<file path="config.mk">
export PLATFORM = sky130hd
export DESIGN_NAME = detector_run_marker
export DESIGN_NICKNAME = d
export VERILOG_FILES = /design/src/design/drm_pkg.sv /design/src/design/detector_run_marker.sv /design/src/design/drm_fifo.sv /design/src/design/drm_front.sv /design/src/design/drm_div.sv /design/src/design/drm_back.sv
export VERILOG_INCLUDE_DIRS = /design/src /design/src/design
export SDC_FILE = /design/constraint.sdc
export NUM_CORES = 2
export LEC_CHECK = 0
export BUFFER_PORTS_ARGS = -buffer_cell sky130_fd_sc_hd__clkbuf_2
export CORE_ASPECT_RATIO = 0.7
export CORE_MARGIN = 1
export CORE_UTILIZATION = 45
export CTS_CLUSTER_SIZE = 14
export DETAILED_ROUTE_END_ITERATION = 10
export GPL_TIMING_DRIVEN = 0
export MAX_ROUTING_LAYER = met4
export SETUP_SLACK_MARGIN = 0.3
export SYNTH_ARGS = -nofsm -noshare
export SYNTH_HDL_FRONTEND = slang
export SYNTH_SLANG_ARGS = --single-unit
export TNS_END_PERCENT = 10
</file>
<file path="constraint.sdc">
create_clock -name clk -period 15.05 [get_ports clk]
set_input_delay 1.505 -clock clk [delete_from_list [all_inputs] [get_ports clk]]
set_output_delay 1.505 -clock clk [all_outputs]
set_load 0.1 [all_outputs]
</file>
<file path="src/design/assert_macros.svh">
// Assertion macros shared by the design files.
// Simulation builds get the checks; synthesis builds get empty bodies.
`ifndef ASSERT_MACROS_SVH
`define ASSERT_MACROS_SVH
`ifndef SYNTHESIS
// The expression must hold at every clock edge outside reset.
`define ASSERT_ALWAYS(label, clk, rst, expr) \
  label: assert property (@(posedge clk) disable iff (rst) (expr)) \
    else $error("assertion failed in %m");
// When ante holds, cons must hold at the same edge.
`define ASSERT_IMPLY(label, clk, rst, ante, cons) \
  label: assert property (@(posedge clk) disable iff (rst) (ante) |-> (cons)) \
    else $error("assertion failed in %m");
// When ante holds, cons must hold at the next edge.
`define ASSERT_NEXT(label, clk, rst, ante, cons) \
  label: assert property (@(posedge clk) disable iff (rst) (ante) |=> (cons)) \
    else $error("assertion failed in %m");
`else
`define ASSERT_ALWAYS(label, clk, rst, expr)
`define ASSERT_IMPLY(label, clk, rst, ante, cons)
`define ASSERT_NEXT(label, clk, rst, ante, cons)
`endif
`endif

</file>
<file path="src/design/drm_pkg.sv">
`timescale 1ns / 1ps
// ----------------------------------------------------------------------------
// drm_pkg
// Types, codes and helpers of the detector run marker.
// ----------------------------------------------------------------------------
package drm_pkg;

  localparam int SUM_W   = 48;
  localparam int TIME_W  = 40;
  localparam int TOTAL_W = 32;
  localparam int QUOT_W  = SUM_W + 1;

  localparam logic signed [11:0] PEAK_FLOOR = -12'sd1200;

  localparam logic [1:0] KIND_ONSET   = 2'd0;
  localparam logic [1:0] KIND_TONAL   = 2'd1;
  localparam logic [1:0] KIND_SOUND   = 2'd2;
  localparam logic [1:0] KIND_SUMMARY = 2'd3;

  localparam logic [2:0] REG_WINDOW_LEN = 3'd0;
  localparam logic [2:0] REG_MIN_RUN    = 3'd1;
  localparam logic [2:0] REG_WANT_ONSET = 3'd2;
  localparam logic [2:0] REG_WANT_TONAL = 3'd3;
  localparam logic [2:0] REG_WANT_SOUND = 3'd4;
  localparam logic [2:0] REG_MAX_MARKS  = 3'd5;

  typedef struct packed {
    logic                op;
    logic [TIME_W-1:0]   frame_end;
    logic                onset_flag;
    logic                tonal_flag;
    logic                voice_flag;
    logic signed [11:0]  level_db;
    logic [15:0]         spectral_flux;
    logic [14:0]         pitch_hz;
    logic [15:0]         periodicity;
  } item_t;

  typedef struct packed {
    logic [1:0]          mark_kind;
    logic [TIME_W-1:0]   start_time;
    logic [TIME_W-1:0]   run_length;
    logic signed [11:0]  peak_db;
    logic [14:0]         mean_hz;
    logic [15:0]         mean_periodicity;
    logic [15:0]         flux_out;
    logic                truncated;
    logic [TOTAL_W-1:0]  onset_total;
    logic [TOTAL_W-1:0]  tonal_run_total;
    logic [TOTAL_W-1:0]  sound_run_total;
    logic                last;
  } mark_t;

  typedef struct packed {
    logic [15:0] window_len;
    logic [31:0] min_run_samples;
    logic        want_onsets;
    logic        want_tonal;
    logic        want_sound;
    logic [15:0] max_marks;
  } cfg_t;

  // One pending mark; tonal marks still need their means worked out.
  typedef struct packed {
    mark_t              mark;
    logic [SUM_W-1:0]   pitch_sum;
    logic [SUM_W-1:0]   period_sum;
    logic [SUM_W-1:0]   frames;
  } job_t;

  typedef enum logic [1:0] {F_IDLE, F_EVAL, F_PUSH} front_state_t;
  typedef enum logic [1:0] {B_IDLE, B_DIV, B_OUT} back_state_t;

  // Saturating add of two sums.
  function automatic logic [SUM_W-1:0] sum_add(input logic [SUM_W-1:0] s,
                                               input logic [SUM_W-1:0] v);
    logic [SUM_W:0] t;
    t = {1'b0, s} + {1'b0, v};
    return t[SUM_W] ? {SUM_W{1'b1}} : t[SUM_W-1:0];
  endfunction

endpackage

</file>
<file path="src/design/detector_run_marker.sv">
`timescale 1ns / 1ps
// ----------------------------------------------------------------------------
// detector_run_marker
// Turns detector frames into onset, tonal run, sound run and summary marks.
// ----------------------------------------------------------------------------
// Channel   Ports                                   Transaction when
// item      push, full, item                        push && !full
// mark      pop, empty, mark                        pop && !empty
// config    psel, penable, pwrite, paddr, pwdata,   psel && penable && pwrite
//           prdata, pready
//
// The front end takes an item, evaluates it and then queues the marks that it
// causes one at a time while the job queue has room; full stays high until
// its marks are queued.
// A tonal run mark waits in the back end for the two bit-serial mean
// dividers (49 quotient bits); other marks go straight from idle to output.
// A two-entry job queue and a two-entry result queue let front and back
// stall independently. Reset is synchronous and needs no clearing pass.
// ----------------------------------------------------------------------------
module detector_run_marker import drm_pkg::*; #(
  parameter int TIME_BITS  = 40,
  parameter int COUNT_BITS = 32
) (
  input  logic        clk,
  input  logic        rst,
  input  logic        push,
  output logic        full,
  input  item_t       item,
  input  logic        pop,
  output logic        empty,
  output mark_t       mark,
  input  logic        psel,
  input  logic        penable,
  input  logic        pwrite,
  input  logic [4:0]  paddr,
  input  logic [31:0] pwdata,
  output logic [31:0] prdata,
  output logic        pready
);

  cfg_t       cfg;
  logic [2:0] reg_idx;
  logic       reg_wr;
  logic       jq_push;
  job_t       jq_wdata;
  logic       jq_full;
  logic       jq_pop;
  job_t       jq_rdata;
  logic       jq_empty;
  logic       oq_push;
  mark_t      oq_wdata;
  logic       oq_full;

  assign pready  = 1'b1;
  assign reg_idx = paddr[4:2];
  assign reg_wr  = psel && penable && pwrite;

  always_ff @(posedge clk) begin
    if (rst) begin
      cfg.window_len      <= 16'd400;
      cfg.min_run_samples <= 32'd0;
      cfg.want_onsets     <= 1'b1;
      cfg.want_tonal      <= 1'b1;
      cfg.want_sound      <= 1'b1;
      cfg.max_marks       <= 16'd4096;
    end else if (reg_wr) begin
      case (reg_idx)
        REG_WINDOW_LEN: cfg.window_len      <= pwdata[15:0];
        REG_MIN_RUN:    cfg.min_run_samples <= pwdata;
        REG_WANT_ONSET: cfg.want_onsets     <= pwdata[0];
        REG_WANT_TONAL: cfg.want_tonal      <= pwdata[0];
        REG_WANT_SOUND: cfg.want_sound      <= pwdata[0];
        REG_MAX_MARKS:  cfg.max_marks       <= pwdata[15:0];
        default: ;
      endcase
    end
  end

  always_comb begin
    case (reg_idx)
      REG_WINDOW_LEN: prdata = {16'd0, cfg.window_len};
      REG_MIN_RUN:    prdata = cfg.min_run_samples;
      REG_WANT_ONSET: prdata = {31'd0, cfg.want_onsets};
      REG_WANT_TONAL: prdata = {31'd0, cfg.want_tonal};
      REG_WANT_SOUND: prdata = {31'd0, cfg.want_sound};
      REG_MAX_MARKS:  prdata = {16'd0, cfg.max_marks};
      default:        prdata = 32'd0;
    endcase
  end

  drm_front #(
    .TIME_BITS  (TIME_BITS),
    .COUNT_BITS (COUNT_BITS)
  ) u_front (
    .clk     (clk),
    .rst     (rst),
    .cfg     (cfg),
    .push    (push),
    .full    (full),
    .item    (item),
    .jq_push (jq_push),
    .jq_data (jq_wdata),
    .jq_full (jq_full)
  );

  drm_fifo #(
    .T     (job_t),
    .DEPTH (2)
  ) u_job_q (
    .clk   (clk),
    .rst   (rst),
    .push  (jq_push),
    .wdata (jq_wdata),
    .full  (jq_full),
    .pop   (jq_pop),
    .rdata (jq_rdata),
    .empty (jq_empty)
  );

  drm_back u_back (
    .clk      (clk),
    .rst      (rst),
    .jq_empty (jq_empty),
    .jq_pop   (jq_pop),
    .jq_data  (jq_rdata),
    .oq_push  (oq_push),
    .oq_data  (oq_wdata),
    .oq_full  (oq_full)
  );

  drm_fifo #(
    .T     (mark_t),
    .DEPTH (2)
  ) u_mark_q (
    .clk   (clk),
    .rst   (rst),
    .push  (oq_push),
    .wdata (oq_wdata),
    .full  (oq_full),
    .pop   (pop),
    .rdata (mark),
    .empty (empty)
  );

endmodule

</file>
<file path="src/design/drm_fifo.sv">
`timescale 1ns / 1ps
// ----------------------------------------------------------------------------
// drm_fifo
// Small register queue with first-word fall-through read.
// ----------------------------------------------------------------------------
module drm_fifo #(
  parameter type T     = logic,
  parameter int  DEPTH = 2
) (
  input  logic clk,
  input  logic rst,
  input  logic push,
  input  T     wdata,
  output logic full,
  input  logic pop,
  output T     rdata,
  output logic empty
);

  localparam int PW = (DEPTH > 1) ? $clog2(DEPTH) : 1;
  localparam int CW = $clog2(DEPTH + 1);

  T              mem [DEPTH];
  logic [PW-1:0] wptr;
  logic [PW-1:0] rptr;
  logic [CW-1:0] cnt;
  logic          do_push;
  logic          do_pop;

  assign full    = (cnt == CW'(DEPTH));
  assign empty   = (cnt == '0);
  assign do_push = push && !full;
  assign do_pop  = pop && !empty;
  assign rdata   = mem[rptr];

  always_ff @(posedge clk) begin
    if (rst) begin
      wptr <= '0;
      rptr <= '0;
      cnt  <= '0;
    end else begin
      if (do_push) begin
        wptr <= (wptr == PW'(DEPTH - 1)) ? '0 : wptr + PW'(1);
      end
      if (do_pop) begin
        rptr <= (rptr == PW'(DEPTH - 1)) ? '0 : rptr + PW'(1);
      end
      if (do_push && !do_pop) begin
        cnt <= cnt + CW'(1);
      end else if (do_pop && !do_push) begin
        cnt <= cnt - CW'(1);
      end
    end
  end

  always_ff @(posedge clk) begin
    if (do_push) begin
      mem[wptr] <= wdata;
    end
  end

endmodule

</file>
<file path="src/design/drm_front.sv">
`timescale 1ns / 1ps
// ----------------------------------------------------------------------------
// drm_front
// Takes items, keeps the run state and cap, and queues the marks that
// each item causes, in order, as jobs for the back end.
// ----------------------------------------------------------------------------
`include "assert_macros.svh"
module drm_front import drm_pkg::*; #(
  parameter int TIME_BITS  = 40,
  parameter int COUNT_BITS = 32
) (
  input  logic  clk,
  input  logic  rst,
  input  cfg_t  cfg,
  input  logic  push,
  output logic  full,
  input  item_t item,
  output logic  jq_push,
  output job_t  jq_data,
  input  logic  jq_full
);

  localparam int TW = (TIME_BITS < TIME_W) ? TIME_BITS : TIME_W;
  localparam logic [COUNT_BITS-1:0] CMAX = {COUNT_BITS{1'b1}};

  front_state_t state, state_next;
  item_t        it;

  logic                  tonal_open;
  logic [TW-1:0]         tonal_start;
  logic [TW-1:0]         tonal_end;
  logic signed [11:0]    tonal_peak;
  logic [SUM_W-1:0]      pitch_sum;
  logic [SUM_W-1:0]      period_sum;
  logic [COUNT_BITS-1:0] tonal_frames;
  logic                  sound_open;
  logic [TW-1:0]         sound_start;
  logic [TW-1:0]         sound_end;
  logic signed [11:0]    sound_peak;
  logic [15:0]           marks_kept;
  logic                  dropped;
  logic [COUNT_BITS-1:0] onset_count;
  logic [COUNT_BITS-1:0] tonal_count;
  logic [COUNT_BITS-1:0] sound_count;

  job_t       slot [4];
  logic [3:0] slot_vld;
  logic [1:0] sel;
  logic [3:0] rest;

  // Classification of the held item.
  logic [TW-1:0]         fend;
  logic [TW-1:0]         win;
  logic [TW-1:0]         fstart;
  logic                  is_eos;
  logic                  on_need;
  logic                  tn_close;
  logic                  sd_close;
  logic [TW-1:0]         tn_len;
  logic [TW-1:0]         sd_len;
  logic                  tn_need;
  logic                  sd_need;
  logic                  ok_on;
  logic                  ok_tn;
  logic                  ok_sd;
  logic [15:0]           kept1;
  logic [15:0]           kept2;
  logic [15:0]           kept3;
  logic                  drop_a;
  logic                  drop_b;
  logic                  drop_c;
  logic signed [11:0]    tp_base;
  logic signed [11:0]    sp_base;
  logic [SUM_W-1:0]      ps_base;
  logic [SUM_W-1:0]      pr_base;
  logic [COUNT_BITS-1:0] tf_base;
  job_t                  s_on;
  job_t                  s_tn;
  job_t                  s_sd;
  job_t                  s_sum;

  always_comb begin
    fend   = it.frame_end[TW-1:0];
    win    = TW'(cfg.window_len);
    fstart = (fend >= win) ? fend - win : '0;
    is_eos = it.op;

    on_need  = !is_eos && it.onset_flag && cfg.want_onsets;
    tn_close = tonal_open && (is_eos || !it.tonal_flag);
    sd_close = sound_open && (is_eos || !it.voice_flag);
    tn_len   = tonal_end - tonal_start;
    sd_len   = sound_end - sound_start;
    tn_need  = tn_close && cfg.want_tonal && (tonal_end >= tonal_start) &&
               (TIME_W'(tn_len) >= TIME_W'(cfg.min_run_samples));
    sd_need  = sd_close && cfg.want_sound && (sound_end >= sound_start) &&
               (TIME_W'(sd_len) >= TIME_W'(cfg.min_run_samples));

    // The cap is checked in mark order: onset, tonal, sound.
    ok_on  = on_need && (marks_kept < cfg.max_marks);
    drop_a = dropped || (on_need && !ok_on);
    kept1  = marks_kept + 16'(ok_on);
    ok_tn  = tn_need && (kept1 < cfg.max_marks);
    drop_b = drop_a || (tn_need && !ok_tn);
    kept2  = kept1 + 16'(ok_tn);
    ok_sd  = sd_need && (kept2 < cfg.max_marks);
    drop_c = drop_b || (sd_need && !ok_sd);
    kept3  = kept2 + 16'(ok_sd);

    tp_base = tonal_open ? tonal_peak : PEAK_FLOOR;
    sp_base = sound_open ? sound_peak : PEAK_FLOOR;
    ps_base = tonal_open ? pitch_sum : '0;
    pr_base = tonal_open ? period_sum : '0;
    tf_base = tonal_open ? tonal_frames : '0;

    s_on                 = '0;
    s_on.mark.mark_kind  = KIND_ONSET;
    s_on.mark.start_time = TIME_W'(fstart);
    s_on.mark.peak_db    = it.level_db;
    s_on.mark.flux_out   = it.spectral_flux;
    s_on.mark.truncated  = drop_a;

    s_tn                 = '0;
    s_tn.mark.mark_kind  = KIND_TONAL;
    s_tn.mark.start_time = TIME_W'(tonal_start);
    s_tn.mark.run_length = TIME_W'(tn_len);
    s_tn.mark.peak_db    = tonal_peak;
    s_tn.mark.truncated  = drop_b;
    s_tn.pitch_sum       = pitch_sum;
    s_tn.period_sum      = period_sum;
    s_tn.frames          = SUM_W'(tonal_frames);

    s_sd                 = '0;
    s_sd.mark.mark_kind  = KIND_SOUND;
    s_sd.mark.start_time = TIME_W'(sound_start);
    s_sd.mark.run_length = TIME_W'(sd_len);
    s_sd.mark.peak_db    = sound_peak;
    s_sd.mark.truncated  = drop_c;

    s_sum                      = '0;
    s_sum.mark.mark_kind       = KIND_SUMMARY;
    s_sum.mark.truncated       = drop_c;
    s_sum.mark.onset_total     = TOTAL_W'(onset_count);
    s_sum.mark.tonal_run_total = TOTAL_W'(tonal_count);
    s_sum.mark.sound_run_total = TOTAL_W'(sound_count);
  end

  // Lowest-numbered pending slot goes out first.
  always_comb begin
    sel = '0;
    for (int i = 3; i >= 0; i--) begin
      if (slot_vld[i]) begin
        sel = 2'(i);
      end
    end
    rest = slot_vld & ~(4'b0001 << sel);
  end

  always_comb begin
    state_next = state;
    case (state)
      F_IDLE: begin
        if (push) begin
          state_next = F_EVAL;
        end
      end
      F_EVAL: state_next = F_PUSH;
      F_PUSH: begin
        if (!(|slot_vld) || (!jq_full && !(|rest))) begin
          state_next = F_IDLE;
        end
      end
      default: state_next = F_IDLE;
    endcase
  end

  always_comb begin
    full    = (state != F_IDLE);
    jq_push = (state == F_PUSH) && (|slot_vld) && !jq_full;
    jq_data = slot[sel];
    jq_data.mark.last = !(|rest);
  end

  always_ff @(posedge clk) begin
    if (rst) begin
      state <= F_IDLE;
    end else begin
      state <= state_next;
    end
  end

  always_ff @(posedge clk) begin
    if (state == F_IDLE && push) begin
      it <= item;
    end
    if (state == F_EVAL) begin
      slot[0] <= s_on;
      slot[1] <= s_tn;
      slot[2] <= s_sd;
      slot[3] <= s_sum;
    end
  end

  always_ff @(posedge clk) begin
    if (rst) begin
      tonal_open   <= 1'b0;
      tonal_start  <= '0;
      tonal_end    <= '0;
      tonal_peak   <= PEAK_FLOOR;
      pitch_sum    <= '0;
      period_sum   <= '0;
      tonal_frames <= '0;
      sound_open   <= 1'b0;
      sound_start  <= '0;
      sound_end    <= '0;
      sound_peak   <= PEAK_FLOOR;
      marks_kept   <= '0;
      dropped      <= 1'b0;
      onset_count  <= '0;
      tonal_count  <= '0;
      sound_count  <= '0;
      slot_vld     <= '0;
    end else if (state == F_EVAL) begin
      marks_kept <= kept3;
      dropped    <= drop_c;
      slot_vld   <= {is_eos, ok_sd, ok_tn, ok_on};

      if (!is_eos && it.onset_flag && onset_count != CMAX) begin
        onset_count <= onset_count + COUNT_BITS'(1);
      end

      if (!is_eos && it.tonal_flag) begin
        if (!tonal_open) begin
          tonal_open  <= 1'b1;
          tonal_start <= fstart;
          if (tonal_count != CMAX) begin
            tonal_count <= tonal_count + COUNT_BITS'(1);
          end
        end
        tonal_end    <= fend;
        tonal_peak   <= (it.level_db > tp_base) ? it.level_db : tp_base;
        pitch_sum    <= sum_add(ps_base, SUM_W'(it.pitch_hz));
        period_sum   <= sum_add(pr_base, SUM_W'(it.periodicity));
        tonal_frames <= (tf_base == CMAX) ? tf_base : tf_base + COUNT_BITS'(1);
      end else if (tn_close) begin
        tonal_open <= 1'b0;
      end

      if (!is_eos && it.voice_flag) begin
        if (!sound_open) begin
          sound_open  <= 1'b1;
          sound_start <= fstart;
          if (sound_count != CMAX) begin
            sound_count <= sound_count + COUNT_BITS'(1);
          end
        end
        sound_end  <= fend;
        sound_peak <= (it.level_db > sp_base) ? it.level_db : sp_base;
      end else if (sd_close) begin
        sound_open <= 1'b0;
      end
    end else if (jq_push) begin
      slot_vld[sel] <= 1'b0;
    end
  end

  `ASSERT_NEXT(a_eval_to_push, clk, rst, state == F_EVAL, state == F_PUSH)
  `ASSERT_IMPLY(a_idle_no_pending, clk, rst, state == F_IDLE, slot_vld == 4'b0000)
  `ASSERT_IMPLY(a_open_has_frames, clk, rst, tonal_open, tonal_frames != '0)

endmodule

</file>
<file path="src/design/drm_div.sv">
`timescale 1ns / 1ps
// ----------------------------------------------------------------------------
// drm_div
// Restoring divider, one quotient bit per cycle.
// ----------------------------------------------------------------------------
module drm_div import drm_pkg::*; (
  input  logic              clk,
  input  logic              rst,
  input  logic              start,
  input  logic [QUOT_W-1:0] dividend,
  input  logic [SUM_W-1:0]  divisor,
  output logic              busy,
  output logic [QUOT_W-1:0] quotient
);

  localparam int CW = $clog2(QUOT_W);

  logic [CW-1:0]     cnt;
  logic [QUOT_W-1:0] dq;
  logic [SUM_W-1:0]  rem;
  logic [SUM_W-1:0]  dvs;
  logic [SUM_W:0]    shifted;
  logic [SUM_W:0]    diff;
  logic              ge;

  // dq shifts dividend bits out at the top and quotient bits in at the bottom.
  assign shifted  = {rem, dq[QUOT_W-1]};
  assign ge       = (shifted >= {1'b0, dvs});
  assign diff     = shifted - {1'b0, dvs};
  assign quotient = dq;

  always_ff @(posedge clk) begin
    if (rst) begin
      busy <= 1'b0;
      cnt  <= '0;
    end else if (start) begin
      busy <= 1'b1;
      cnt  <= CW'(QUOT_W - 1);
    end else if (busy) begin
      if (cnt == '0) begin
        busy <= 1'b0;
      end else begin
        cnt <= cnt - CW'(1);
      end
    end
  end

  always_ff @(posedge clk) begin
    if (start) begin
      dq  <= dividend;
      rem <= '0;
      dvs <= divisor;
    end else if (busy) begin
      dq  <= {dq[QUOT_W-2:0], ge};
      rem <= ge ? diff[SUM_W-1:0] : shifted[SUM_W-1:0];
    end
  end

endmodule

</file>
<file path="src/design/drm_back.sv">
`timescale 1ns / 1ps
// ----------------------------------------------------------------------------
// drm_back
// Takes queued jobs, works out the rounded tonal means and hands the
// finished marks to the result queue.
// ----------------------------------------------------------------------------
`include "assert_macros.svh"
module drm_back import drm_pkg::*; (
  input  logic  clk,
  input  logic  rst,
  input  logic  jq_empty,
  output logic  jq_pop,
  input  job_t  jq_data,
  output logic  oq_push,
  output mark_t oq_data,
  input  logic  oq_full
);

  back_state_t       state, state_next;
  mark_t             cur;
  logic              need_div;
  logic              div_start;
  logic              div_done;
  logic [QUOT_W-1:0] hz_dividend;
  logic [QUOT_W-1:0] per_dividend;
  logic [QUOT_W-1:0] q_hz;
  logic [QUOT_W-1:0] q_per;
  logic              busy_hz;
  logic              busy_per;

  // Rounded mean: (sum + frames/2) / frames.
  assign need_div     = (jq_data.mark.mark_kind == KIND_TONAL) && (jq_data.frames != '0);
  assign hz_dividend  = {1'b0, jq_data.pitch_sum} + {2'b00, jq_data.frames[SUM_W-1:1]};
  assign per_dividend = {1'b0, jq_data.period_sum} + {2'b00, jq_data.frames[SUM_W-1:1]};
  assign div_done     = !busy_hz && !busy_per;

  drm_div u_div_hz (
    .clk      (clk),
    .rst      (rst),
    .start    (div_start),
    .dividend (hz_dividend),
    .divisor  (jq_data.frames),
    .busy     (busy_hz),
    .quotient (q_hz)
  );

  drm_div u_div_per (
    .clk      (clk),
    .rst      (rst),
    .start    (div_start),
    .dividend (per_dividend),
    .divisor  (jq_data.frames),
    .busy     (busy_per),
    .quotient (q_per)
  );

  always_comb begin
    state_next = state;
    case (state)
      B_IDLE: begin
        if (!jq_empty) begin
          state_next = need_div ? B_DIV : B_OUT;
        end
      end
      B_DIV: begin
        if (div_done) begin
          state_next = B_OUT;
        end
      end
      B_OUT: begin
        if (!oq_full) begin
          state_next = B_IDLE;
        end
      end
      default: state_next = B_IDLE;
    endcase
  end

  always_comb begin
    jq_pop    = (state == B_IDLE) && !jq_empty;
    div_start = jq_pop && need_div;
    oq_push   = (state == B_OUT) && !oq_full;
    oq_data   = cur;
  end

  always_ff @(posedge clk) begin
    if (rst) begin
      state <= B_IDLE;
    end else begin
      state <= state_next;
    end
  end

  always_ff @(posedge clk) begin
    if (jq_pop) begin
      cur <= jq_data.mark;
    end else if (state == B_DIV && div_done) begin
      cur.mean_hz          <= q_hz[14:0];
      cur.mean_periodicity <= q_per[15:0];
    end
  end

  `ASSERT_ALWAYS(a_div_lockstep, clk, rst, busy_hz == busy_per)
  `ASSERT_IMPLY(a_div_tonal_only, clk, rst, state == B_DIV, cur.mark_kind == KIND_TONAL)
  `ASSERT_NEXT(a_div_to_out, clk, rst, state == B_DIV && div_done, state == B_OUT)

endmodule
</file>
# ---- Word level (Yosys, flattened, before mapping)
# Memories as Yosys holds them, arrays and structs flattened. A register that Yosys moved wholly into a read port is not among the register bits.
# Index checks and enable logic that the tools add are counted.
dict set report word_totals {
  mem_count 3
  input_bits 147
  out_inout_bits 274
  ff_bits 1108
  latchBits 0
  mem_bits_rw 2584
  romBits 0
  elab_cells 313
}
dict set report op_classes {
  n_eq_ne 23
  div_mod_pow 0
  multipliers 0
  order_cmp 14
  bitwise 8
  addsub 26
  n_shift 1
  muxes 70
  n_reduce_logical 105
}
# memory depth word_bits rd rd_ports_with_merged_regs write_ports line
set mem_list {}
lappend mem_list {u_front.slot 4 335 1 0 4 drm_front.sv:46} ;# job_t slot [4];
lappend mem_list {u_job_q.mem 2 383 1 1 1 drm_fifo.sv:23} ;# T mem [DEPTH];
lappend mem_list {u_mark_q.mem 2 239 1 1 1 drm_fifo.sv:23}
# cell n
set ops {}
lappend ops {{2-to-1 mux 48 bit} 6}
lappend ops {{2-to-1 mux 49 bit} 4}
lappend ops {{one-hot mux 32 bit (6 select lines)} 1}
lappend ops {{adder 32 x 1 -> 32 bit (second input constant)} 4}
lappend ops {{adder 48 x 47 -> 49 bit} 2}
lappend ops {{greater-or-equal comparator 49 x 48 -> 1 bit} 2}
lappend ops {{inequality test 32 bit (second input constant)} 3}
lappend ops {{subtractor 48 bit} 2}
lappend ops {{greater-or-equal comparator 40 x 32 -> 1 bit} 2}
lappend ops {{greater-or-equal comparator 40 bit} 2}
lappend ops {{subtractor 40 bit} 2}
lappend ops {{2-to-1 mux 32 bit} 2}
lappend ops {{2-to-1 mux 31 bit} 2}
lappend ops {{adder 48 x 15 -> 49 bit} 1}
lappend ops {{adder 48 x 16 -> 49 bit} 1}
lappend ops {{adder 16 x 1 -> 16 bit} 3}
lappend ops {{< comparator 16 bit} 3}
lappend ops {{2-to-1 mux 12 bit} 4}
lappend ops {{nonzero test 48 bit} 1}
lappend ops {{greater-or-equal comparator 40 x 16 -> 1 bit} 1}
lappend ops {{logical AND 1 bit} 40}
lappend ops {{2-to-1 mux 40 bit} 1}
lappend ops {{subtractor 40 x 16 -> 40 bit} 1}
lappend ops {{2-to-1 mux 6 bit} 6}
lappend ops {{other kinds (35)} 151}

# ---- Depth between registers and ports, before layout
dict set report depth {
  depth_word 13
  ltp_mapped 45
  ltp_nobuf 43
}

# ---- Cells and area by module
# Synthesis repeated with hierarchy kept, for this count alone.
dict set report hier_totals {
  hier_cells 10276
  area_unflattened_um2 133181.5
}
# mod instances area_per_inst_um2 cells_each
set modules_own_cells {}
lappend modules_own_cells {drm_front 1 50952.6 5083}
lappend modules_own_cells {{drm_fifo (u_job_q)} 1 29686.0 1217}
lappend modules_own_cells {{drm_fifo (u_mark_q)} 1 18362.6 769}
lappend modules_own_cells {drm_back 1 13081.3 1071}
lappend modules_own_cells {{drm_div (u_back.u_div_per)} 1 8871.0 875}
lappend modules_own_cells {{drm_div (u_back.u_div_hz)} 1 8792.2 885}
lappend modules_own_cells {detector_run_marker 1 3435.8 376}

# ---- Least setup slack after synthesis
# Ideal clock, no wire load.
dict set report synth_timing {
  path_kind {reg-to-reg}
  start {register u_front.slot_vld[0]}
  end {memory u_job_q.mem[0][0] (netlist name) (enable)}
  stages_incl_launch_ff 6
  n_path_buf 1
  synth_period_minus_slack_ns 16.015
  arrival_ns 14.973
  path_slack_ns -0.965
  required_time_ns 14.008
  path_cell_list {dfxtp_1 clkbuf_1 nor4_1 nor3b_1 o21ai_1 nor2_1}
}
dict set report synth_between {
  elab_chain_cells 6
}
# element line
set synth_lines {}
lappend synth_lines {{start: declaration} drm_front.sv:47} ;# logic [3:0] slot_vld;
lappend synth_lines {{start signal: assignment} drm_front.sv:225} ;# slot_vld <= {is_eos, ok_sd, ok_tn, ok_on};
lappend synth_lines {{OR reduction 4 bit} drm_front.sv:178} ;# jq_push = (state == F_PUSH) && (|slot_vld) && !jq_full;
lappend synth_lines {{logical AND 1 bit (2 in series)} drm_front.sv:178}
lappend synth_lines {{logical AND 1 bit} drm_fifo.sv:32} ;# assign do_push = push && !full;
lappend synth_lines {{2-to-1 mux 1 bit} drm_fifo.sv:57} ;# if (do_push) begin
lappend synth_lines {{2-to-1 mux 1 bit (not written as such)} drm_fifo.sv:58} ;# mem[wptr] <= wdata;
lappend synth_lines {{end: declaration} drm_fifo.sv:23}
# No other way between the ends.

# ---- Worst setup path after layout
dict set report layout_timing {
  start {register u_front.tonal_start[9]}
  end {register u_front.marks_kept[12]}
}
dict set report layout_between {
  elab_chain_cells 8
  elab_cells_between_ends 10
  classes_between {add/sub: 3; order compare: 3; reduce/logical: 4}
}
# element line
set layout_lines {}
lappend layout_lines {{start: declaration} drm_front.sv:30} ;# logic [TW-1:0] tonal_start;
lappend layout_lines {{start signal: assignment} drm_front.sv:234} ;# tonal_start <= fstart;
lappend layout_lines {{subtractor 40 bit (*)} drm_front.sv:91} ;# tn_len = tonal_end - tonal_start;
lappend layout_lines {{named net u_front.tn_len[27]} drm_front.sv:59} ;# logic [TW-1:0] tn_len;
lappend layout_lines {{greater-or-equal comparator 40 x 32 -> 1 bit (*)} drm_front.sv:94} ;# (TIME_W'(tn_len) >= TIME_W'(cfg.min_run_samples));
lappend layout_lines {{logical AND 1 bit (*)} drm_front.sv:93} ;# tn_need = tn_close && cfg.want_tonal && (tonal_end >= tonal_start) &&
lappend layout_lines {{logical AND 1 bit (*)} drm_front.sv:102} ;# ok_tn = tn_need && (kept1 < cfg.max_marks);
lappend layout_lines {{adder 16 x 1 -> 16 bit (*)} drm_front.sv:104} ;# kept2 = kept1 + 16'(ok_tn);
lappend layout_lines {{< comparator 16 bit} drm_front.sv:105} ;# ok_sd = sd_need && (kept2 < cfg.max_marks);
lappend layout_lines {{logical AND 1 bit} drm_front.sv:105}
lappend layout_lines {{adder 16 x 1 -> 16 bit (*)} drm_front.sv:107} ;# kept3 = kept2 + 16'(ok_sd);
lappend layout_lines {{end signal: assignment} drm_front.sv:223} ;# marks_kept <= kept3;
lappend layout_lines {{end: declaration} drm_front.sv:40} ;# logic [15:0] marks_kept;
# The timed path passes the listed nets; every way through them passes the cells marked *.
# A chain may end at the register's enable or synchronous reset.

==> flow_metrics.tcl <==
set metrics [dict create \
    postCtsSetupRepairBufs 0 \
    path_class "reg2reg" \
    ctsHoldBuffers 0 \
    nNetsFinal 10800 \
    fin_skew_ns 0.0687 \
    power.leakage_nw 48.1 \
    synth_nets 10000 \
    crit_family "compound AO/OA/AOI/OAI gates" \
    cp_common_cell "ha_1" \
    clkPwrFrac_pct 28.9 \
    p_comb_share_pct 30.7 \
    ant_nets 0 \
    final.min_clock_period_ns 12.33 \
    path_buf_inv 3 \
    place.gp.congestion 0.974 \
    routedWlPerCell_um 25.9 \
    synth_seq_area_share_pct 63.4 \
    yosysWarnings 0 \
    tightestPinTransition_ns 1.55 \
    root_buffer "clkbuf_16" \
    syn_avg_cell_area_um2 12.6 \
    hold_class "reg2reg" \
    synth.largest_area_cell "edfxtp_1" \
    setup_slack_ns 2.72 \
    setup_viol 0 \
    die_h_um 432 \
    path_max_fanout 6 \
    p_seq_share_pct 40.4 \
    cts_sinks 2723 \
    clk_pin_slew_ns 0.06 \
    synth.area.top_cells "edfxtp_1, dfxtp_1, mux2_2" \
    required_ns 15.79 \
    arrival_ns 13.07 \
    route.met3.wl_mm 29.1 \
    synth_edf_count 2101 \
    hold_violations 0 \
    p_per_area_mw_per_mm2 175 \
    synth_top_family_by_area "simple AND/OR/NAND/NOR gates" \
    synth_xor_area_share_pct 3.34 \
    synthMuxAreaShare_pct 6.30 \
    relSlewSlack_pct -3.91 \
    post-place-ws_ns 3.26 \
    avgViaCountPerCell 5.70 \
    grt_setup_unrepaired "false" \
    drv_slew 14 \
    start_util_pct 45.4 \
    grt_pass1_vias 74500 \
    fillers 22500 \
    drt_pass1_iterations 7 \
    outcome "finished with violations" \
    clockBufferDepth 4 \
    synth.distinct_cells 93 \
    cts_resized 0 \
    chipWidth_um 617 \
    synth-seq-cells 2723 \
    hold_start "u_back.oq_data[1]" \
    wirelength_mm 362 \
    intPower_w 0.0151 \
    grt_pass1_wl_mm 514 \
    antenna_found_initial 22 \
    wl_met2_mm 145 \
    design.die.area_mm2 0.267 \
    drc 0 \
    whs_ns 0.393 \
    fmax_mhz 81.1 \
    tritoncts.num_buffers 282 \
    portBuffers 415 \
    violations "max-capacitance violations, max-slew violations" \
    drive_gt1_share_pct 14.6 \
    drv_cap 2 \
    synth-compound-area-share_pct 9.24 \
    dp_hpwl_mm 274 \
    placeableCoreArea_mm2 0.262 \
    wl_met1_mm 178 \
    ios 421 \
    netSwitchingPower_w 0.00865 \
    drtIter0Drc 8814 \
    htree_levels 5 \
    grt-ovfl-total 0 \
    cpPeakStageDelay_ns 0.94 \
    end_kind "flip-flop" \
    syn_inst 9477 \
    routed.top_layer "met4" \
    yosys.area_share.simple_pct 11.0 \
    cts_tree "yes" \
    areaGrowthSynthToFinish_pct 14.1 \
    swShare_pct 36.4 \
    fin_tns_setup_ns 0 \
    yosys.area.top_type_share_pct 53.0 \
    cp_slowest_cell "o31ai_1" \
    ys.flop_type "edfxtp_1" \
    clk_latency_ns 0.88 \
    critPathLaunch "u_front.tonal_start[9]" \
    start_kind "flip-flop" \
    num_rows 157 \
    vias 79600 \
    async_flop_share_pct 0 \
    syn_area_mm2 0.119 \
    grt_max_degree 93 \
    ir_drop_mv 0.206 \
    min_period_over_period_pct 81.9 \
    grt_use_total_pct 27.1 \
    synthAdderAreaFrac_pct 4.36 \
    reg2reg_from "u_front.tonal_start[9]" \
]
sequential cells by signal (all words and copies together) (netlist names), 40 cells and up, named ones only:
name                       count
u_front.pitch_sum             48
u_back.u_div_per.rem          48
u_front.tonal_start           40
u_job_q.mem                  672
u_front.slot                 479
u_mark_q.mem                 478
u_front.it                    62
u_front.tonal_end             40
u_back.u_div_hz.rem           48
u_back.u_div_per.quotient     49
u_front.sound_start           40
u_front.fend                  40
cfg                           67
u_front.sound_end             40
u_back.u_div_hz.quotient      49
u_front.period_sum            48
u_back.oq_data               239
Yosys cell counts, types with 30 or more instances:
master / n
edfxtp_1: 2101
nand2_1: 849
nor2_1: 642
dfxtp_1: 622
a21oi_1: 553
mux2_2: 550
o21ai_0: 423
ha_1: 400
clkbuf_1: 355
inv_1: 322
xor2_1: 237
and2_1: 233
xnor2_1: 218
and3_1: 209
nand3_1: 158
a21o_1: 154
nor3_1: 144
mux2i_1: 129
a211oi_1: 120
nand4_1: 115
nand2b_1: 67
o21a_1: 64
a31oi_1: 62
nor2b_1: 53
or3_1: 51
a311oi_1: 46
a22o_1: 40
nor4_1: 40
o211ai_1: 38
o22ai_1: 38
buf_2: 34
and4_1: 30
buf_1: 30
cell families after synthesis:
group | Yosys count
adder cells (fa/ha/maj) | 410
AND/OR/NAND/NOR | 2702
AO/OA/AOI/OAI | 1760
other | 1
flip-flops | 2723
XOR/XNOR | 455
multiplexers | 680
buffers and inverters | 746
placed cells by master (no fill, tap or decap), types with 400 or more instances in the layout:
cell type  synthesis  layout
edfxtp_1        2101    2101
nand2_1          849     849
nor2_1           642     637
dfxtp_1          622     622
a21oi_1          553     553
mux2_2           550     550
o21ai_0          423     422
clkbuf_2           0     422
clkbuf_1         355     404
ha_1             400     400
routing by layer:
layer  up-vias  global-route usage (%)
li1      36500                       -
met1     39500                    42.3
met2      3106                    36.4
met3       475                    4.35
met4         0                    6.83
met5         -                       -
area by class of cell:
| cell class | instances | area (um^2) | area share, % |
|---|---|---|---|
| clock inverters | 134 | 1190 | 0.872 |
| repair buffers | 479 | 3420 | 2.52 |
| well taps | 3498 | 4380 | 3.22 |
| plain buffers | 420 | 1640 | 1.21 |
| diodes | 10 | 25.0 | 0.0184 |
| flip-flops and latches | 2723 | 75500 | 55.6 |
| inverters | 326 | 1230 | 0.905 |
| clock buffers | 364 | 7740 | 5.69 |
| multi-input cells | 6008 | 40800 | 30.0 |
final timing paths:
path	end	slack [ns]	cells past startpoint
setup / recovery	u_front.marks_kept[12]	2.72	39
hold reg to reg	u_mark_q.mem[0][1]	0.39	0
setup reg to reg	u_front.marks_kept[12]	2.72	39
hold / removal	u_mark_q.mem[0][1]	0.39	0
power by group through the flow:
stage / Combinational [W] / Clock, W / Sequential (W)
after CTS: 0.00728 / 0.00699 / 0.00959
after global placement: 0.00710 / 0 / 0.0101
after detailed placement: 0.00724 / 0 / 0.00975
after global routing: 0.00771 / 0.00727 / 0.00967
after floorplan: 0.00535 / 0 / 0.00976
final: 0.00730 / 0.00688 / 0.00959
stage by stage:
| stage | cell area, um^2 | utilization [%] | total power [W] | cells |
|---|---|---|---|---|
| global placement | 126000 | 47.9 | 0.0172 | 13400 |
| global route | 136000 | 51.8 | 0.0246 | 14000 |
| finish | 136000 | 51.8 | 0.0238 | 14000 |
| CTS | 136000 | 51.8 | 0.0239 | 14000 |
| detailed placement | 127000 | 48.4 | 0.0170 | 13500 |
| floorplan | 119000 | - | 0.0151 | 9477 |
No activity file was read; power rests on OpenSTA's default activity.
